==> config.mk <==
export PLATFORM = sky130hd
export DESIGN_NAME = rkw_div
export DESIGN_NICKNAME = d
export VERILOG_FILES = /design/src/rtl/rkw_pkg.sv /design/src/rtl/rkw_div.sv
export SDC_FILE = /design/constraint.sdc
export NUM_CORES = 2
export LEC_CHECK = 0
export BUFFER_PORTS_ARGS = -buffer_cell sky130_fd_sc_hd__buf_2
export CAP_MARGIN = 20
export CORE_UTILIZATION = 60
export CTS_CLUSTER_DIAMETER = 200
export DETAILED_ROUTE_END_ITERATION = 7
export PLACE_DENSITY = 0.73
export SLEW_MARGIN = 5
export SYNTH_ARGS = -nofsm -noshare
export SYNTH_HDL_FRONTEND = slang
export SYNTH_SLANG_ARGS = --single-unit
==> constraint.sdc <==
create_clock -name clk -period 5.5 [get_ports clk]
set_input_delay 1.375 -clock clk [delete_from_list [all_inputs] [get_ports clk]]
set_output_delay 1.375 -clock clk [all_outputs]
set_load 0.01 [all_outputs]
==> src/rtl/rkw_pkg.sv <==
// Shared types and constants for the rotational keypoint warp block.
package rkw_pkg;
	localparam int PT_W   = 16;
	localparam int COEF_W = 32;
	localparam int DIM_W  = 13;
	localparam int QUO_W  = 16;

	typedef enum logic [1:0] {
		OUT_WARPED = 2'd0,
		OUT_BEHIND = 2'd1,
		OUT_OUTSIDE = 2'd2,
		OUT_BYPASS = 2'd3
	} outcome_t;

	typedef enum logic [3:0] {
		REG_PAIR_A = 4'd0,
		REG_PAIR_B = 4'd1,
		REG_PAIR_C = 4'd2,
		REG_PAIR_D = 4'd3,
		REG_LAST   = 4'd4,
		REG_WIDTH  = 4'd5,
		REG_HEIGHT = 4'd6,
		REG_BYPASS = 4'd7
	} reg_index_t;
endpackage

==> src/rtl/rkw_div.sv <==
// Pipelined restoring divider, one quotient bit per stage.
module rkw_div import rkw_pkg::*; #(
	parameter int CW = 68
) (
	input  logic              clk,
	input  logic [CW-1:0]     num,
	input  logic [CW-1:0]     den,
	output logic [QUO_W-1:0]  quo
);
	logic [CW-1:0]    rem_s [QUO_W+1];
	logic [CW-1:0]    den_s [QUO_W+1];
	logic [QUO_W-1:0] quo_s [QUO_W+1];

	assign rem_s[0] = num;
	assign den_s[0] = den;
	assign quo_s[0] = '0;

	for (genvar i = 0; i < QUO_W; i++) begin : g_stage
		localparam int K = QUO_W - 1 - i;
		logic [CW:0] trial;
		assign trial = {1'b0, rem_s[i]} - {1'b0, (den_s[i] << K)};
		always_ff @(posedge clk) begin
			den_s[i+1] <= den_s[i];
			if (!trial[CW]) begin
				rem_s[i+1] <= trial[CW-1:0];
				quo_s[i+1] <= quo_s[i] | (QUO_W'(1) << K);
			end else begin
				rem_s[i+1] <= rem_s[i];
				quo_s[i+1] <= quo_s[i];
			end
		end
	end

	assign quo = quo_s[QUO_W];
endmodule

==> flow_results.xml <==
<?xml version="1.0" encoding="UTF-8"?>
<metrics>
  <group name="sta">
    <metric name="max_slew.worst_pin.slew" unit="ns">1.055</metric>
    <metric name="clock_skew" unit="ns">0.02987</metric>
    <metric name="finalSetupViolations" unit="">0</metric>
    <metric name="maxClockFrequency" unit="MHz">206.3</metric>
    <metric name="slew_violations" unit="">0</metric>
    <metric name="fin_crit_sh" unit="%">88.14</metric>
    <metric name="grt_setup_unrepaired" unit="">no</metric>
    <metric name="final.setup.tns" unit="ns">0</metric>
    <metric name="period_needed" unit="ns">4.848</metric>
    <metric name="hold_viol_final" unit="">0</metric>
    <metric name="maxSlewHeadroom" unit="%">28.78</metric>
  </group>
  <group name="cts">
    <metric name="cts.root.buffer_cell" unit="">clkbuf_16</metric>
    <metric name="htree_num_levels" unit="">4</metric>
    <metric name="clk_pin_slew_worst_paths" unit="ns">0.06</metric>
    <metric name="cts_buffer_depth" unit="">3</metric>
    <metric name="cts_made_buffers" unit="">218</metric>
    <metric name="cts-hold-fix-buffers" unit="">0</metric>
    <metric name="tritoncts_clock_tree" unit="">yes</metric>
    <metric name="sinks_on_clock_net" unit="">2176</metric>
    <metric name="clk-insertion-delay-late" unit="ns">0.88</metric>
    <metric name="cts_setup_buffers" unit="">0</metric>
    <metric name="postCtsResizedCells" unit="">0</metric>
  </group>
  <group name="setup_path">
    <metric name="path_max_fanout" unit="">76</metric>
    <metric name="cp.required" unit="ns">6.25</metric>
    <metric name="timing.critical_path.arrival" unit="ns">5.60</metric>
    <metric name="start_to_end_type_of_the_worst_setup_path" unit="">reg2reg</metric>
    <metric name="endpoint_kind" unit="">flip-flop</metric>
    <metric name="crit_path_start_kind" unit="">flip-flop</metric>
    <metric name="reg2reg_depth" unit="">15</metric>
    <metric name="setup_slack_of_the_worst_register_to_register_path" unit="ns">0.65</metric>
    <metric name="worst_r2r_startpoint" unit="">den_s[137]</metric>
    <metric name="timing.rr.end" unit="">rem_s[70]</metric>
  </group>
  <group name="layout">
    <metric name="fill_cells" unit="">14382</metric>
    <metric name="final-instance-count-excl-fill" unit="">14892</metric>
    <metric name="design.final.nets" unit="">13453</metric>
    <metric name="syn_to_final_growth" unit="%">9.480</metric>
    <metric name="post_route_cells_drive_above_1_share" unit="%">7.286</metric>
  </group>
  <group name="synth">
    <metric name="syn_avg_cell_area" unit="sq um">8.760</metric>
    <metric name="synth.area.top_cells" unit="">dfxtp_1 (40%), ha_1 (11%), a21oi_1 (5.8%), a21o_1 (4.2%), inv_1 (4.1%)</metric>
    <metric name="syn-instance-count" unit="">12347</metric>
    <metric name="synth_commonest_cells" unit="">dfxtp_1 (2176), a21oi_1 (1254), inv_1 (1180), nand2_1 (1018), ha_1 (967)</metric>
    <metric name="synth-main-ff-cell" unit="">dfxtp_1</metric>
    <metric name="async_reset_ff_share" unit="%">0</metric>
    <metric name="synth.yosys.seq_area_share" unit="%">40.28</metric>
    <metric name="synth.top_cell.area_share" unit="%">40.28</metric>
    <metric name="synthMostInstantiatedCell" unit="">dfxtp_1</metric>
    <metric name="synth-edff-count" unit="">0</metric>
    <metric name="ys_warn_count" unit="">0</metric>
    <metric name="mappedNetlistArea" unit="sq um">108200</metric>
    <metric name="synth.ff_latch_count" unit="">2176</metric>
    <metric name="synth_nets" unit="">13466</metric>
    <metric name="synth.distinct_cells" unit="">103</metric>
    <metric name="synth_top_area_cell" unit="">dfxtp_1</metric>
  </group>
  <group name="status">
    <metric name="run_status" unit="">finished clean</metric>
  </group>
  <group name="die">
    <metric name="core.rowCount" unit="">155</metric>
    <metric name="chipWidth" unit="um">426.6</metric>
    <metric name="floorplan.initialDensity" unit="%">60.49</metric>
    <metric name="area_of_the_core" unit="sq um">178800</metric>
    <metric name="ioPinCount" unit="">153</metric>
    <metric name="die_area" unit="sq um">182000</metric>
    <metric name="die_height" unit="um">426.6</metric>
  </group>
  <group name="worst_hold_path">
    <metric name="hold_path_startpoint" unit="">den_s[1008]</metric>
    <metric name="hold_path.class" unit="">reg2reg</metric>
    <metric name="hold_path_depth" unit="">0</metric>
    <metric name="worst_hold_path.endpoint" unit="">den_s[940]</metric>
  </group>
  <group name="power_and_ir_drop">
    <metric name="comb_power_share" unit="%">51.7</metric>
    <metric name="pwr-share-seq" unit="%">28.9</metric>
    <metric name="power.switching_fraction" unit="%">40.94</metric>
    <metric name="power.ir.vdd_worst" unit="uV">411.0</metric>
    <metric name="share_clk_of_total_power" unit="%">19.3</metric>
    <metric name="cellInternalPower" unit="uW">46880</metric>
    <metric name="power_density" unit="nW/um^2">670.4</metric>
    <metric name="switchingPower" unit="uW">32500</metric>
    <metric name="p_leak" unit="uW">0.05602</metric>
  </group>
  <group name="grt">
    <metric name="grt_antenna_before_repair" unit="">4</metric>
    <metric name="grt_start_max_net_pins" unit="">109</metric>
    <metric name="grt-ovfl-total" unit="">0</metric>
    <metric name="first_global_vias" unit="">84636</metric>
    <metric name="global_route.usage.total" unit="%">27.41</metric>
    <metric name="grt_first_pass_wirelength" unit="um">413700</metric>
  </group>
  <group name="place">
    <metric name="dp_cells" unit="">14469</metric>
    <metric name="place.gp.congestion" unit="">0.9739</metric>
    <metric name="detailed_place_hpwl" unit="um">198600</metric>
    <metric name="io_buffers" unit="">152</metric>
  </group>
  <group name="route">
    <metric name="routed_wirelength" unit="um">255700</metric>
    <metric name="post-route-drc-count" unit="">0</metric>
    <metric name="route.detailed.vias_per_inst" unit="">5.715</metric>
    <metric name="detail_route_antenna_nets" unit="">0</metric>
    <metric name="drt_iter0_markers" unit="">6304</metric>
    <metric name="total_number_of_vias" unit="">85105</metric>
    <metric name="wire_per_inst" unit="um">17.17</metric>
    <metric name="dr.pass1.iters" unit="">7</metric>
  </group>
  <group name="flow_run">
    <metric name="maxCapViolCount" unit="">0</metric>
  </group>
</metrics>
layer usage:
layer / part of all wire [%] / GRT usage, %
met5: 0 / 0
met4: 4.9 / 13.74
met3: 3.9 / 3.462
met1: 41 / 30.78
met2: 50 / 50.56
logic make-up (layout without fill, tap and decap cells):
logic type	Yosys count	count (layout)	share of synthesized area, %
AOI/OAI and AO/OA	3697	3697	21.33
and+or+nand+nor	2759	2759	11.70
DFF	2176	2176	40.28
buffers and inverters	1671	1841	6.084
adders and majority gates	982	982	11.46
xor gates and xnor gates	820	820	6.640
muxes	242	242	2.505
other	0	20	0
area by class of cell:
| type | instances | area (sq um) | share of cell area (%) |
|---|---|---|---|
| timing repair buffer | 253 | 1719 | 1.452 |
| tap | 2355 | 2947 | 2.488 |
| sequential | 2176 | 43560 | 36.79 |
| clock buffer | 308 | 6380 | 5.388 |
| clock inverter | 95 | 1220 | 1.030 |
| inverter | 1185 | 4448 | 3.756 |
| multi-input combinational | 8500 | 58090 | 49.05 |
| antenna | 20 | 50.05 | 0.04227 |
through the flow:
stage	area, sq um	hold slack [ns]	total power [uW]	util (%)	setup WS [ns]
after floorplan	108200	0.3096	54120	-	1.083
after global placement	110800	0.3095	62440	61.94	0.3124
after detailed placement	110800	0.3121	63310	61.94	0.3163
after CTS	118400	0.3123	79090	66.19	0.7085
after global routing	118400	0.3086	85290	66.22	0.5468
final	118400	0.3072	79380	66.22	0.6522
worst max-delay path, cell delays in order, from the launching register on:
cell      delay (ns)
dfxtp_1         0.32
inv_1           0.07
ha_1            0.26
nor2b_1         0.16
o31a_1          0.29
nor4_1          0.42
o211ai_1        0.29
nand4b_1        0.28
o31ai_2         0.15
a211oi_1        0.49
o21ai_1         0.29
a41o_1          0.36
o41ai_4         0.38
buf_12          0.22
buf_12          0.27
mux2_2          0.38
registers in the layout, summed over array words and instances, names as in the netlist:
name   flops
den_s   1020
quo       16
quo_s    120
rem_s   1020
power by group through the flow:
stage          registers, uW  clock network (uW)  logic [uW]
6_report               23000               15300       41100
5_1_grt                23400               16300       45600
4_1_cts                22900               15700       40500
3_5_place_dp           23200                   0       40100
3_3_place_gp           23100                   0       39300
2_1_floorplan          22200                   0       31900
cell usage in the layout (no fill, tap or decap), types with 76 or more instances in the layout:
| cell | count |
|---|---|
| o21ai_0 | 856 |
| nand2_1 | 1018 |
| nand2b_1 | 111 |
| a211oi_1 | 76 |
| mux2_2 | 185 |
| clkbuf_16 | 223 |
| a21oi_1 | 1254 |
| nand4_1 | 216 |
| buf_2 | 152 |
| inv_1 | 1180 |
| a21o_1 | 602 |
| xor2_1 | 366 |
| o21a_1 | 114 |
| dfxtp_1 | 2176 |
| o21bai_1 | 141 |
| nand3_1 | 174 |
| buf_4 | 85 |
| xnor2_1 | 454 |
| nor2_1 | 737 |
| ha_1 | 967 |
| nor2b_1 | 113 |
| a31oi_1 | 108 |
| nor3_1 | 101 |
worst max path at each step:
stage                start     endpoint  slack (ns)  cells after the start
3_5_place_dp       den[12]  rem_s[1051]        0.32                     15
4_1_cts        rem_s[1034]   rem_s[998]        0.71                     15
5_1_grt         den_s[137]    rem_s[70]        0.55                     15
6_report        den_s[137]    rem_s[70]        0.65                     15
2_1_floorplan      num[15]  rem_s[1085]        1.08                     15
3_3_place_gp       den[12]  rem_s[1039]        0.31                     15
Power figures use the tool's default switching activity.
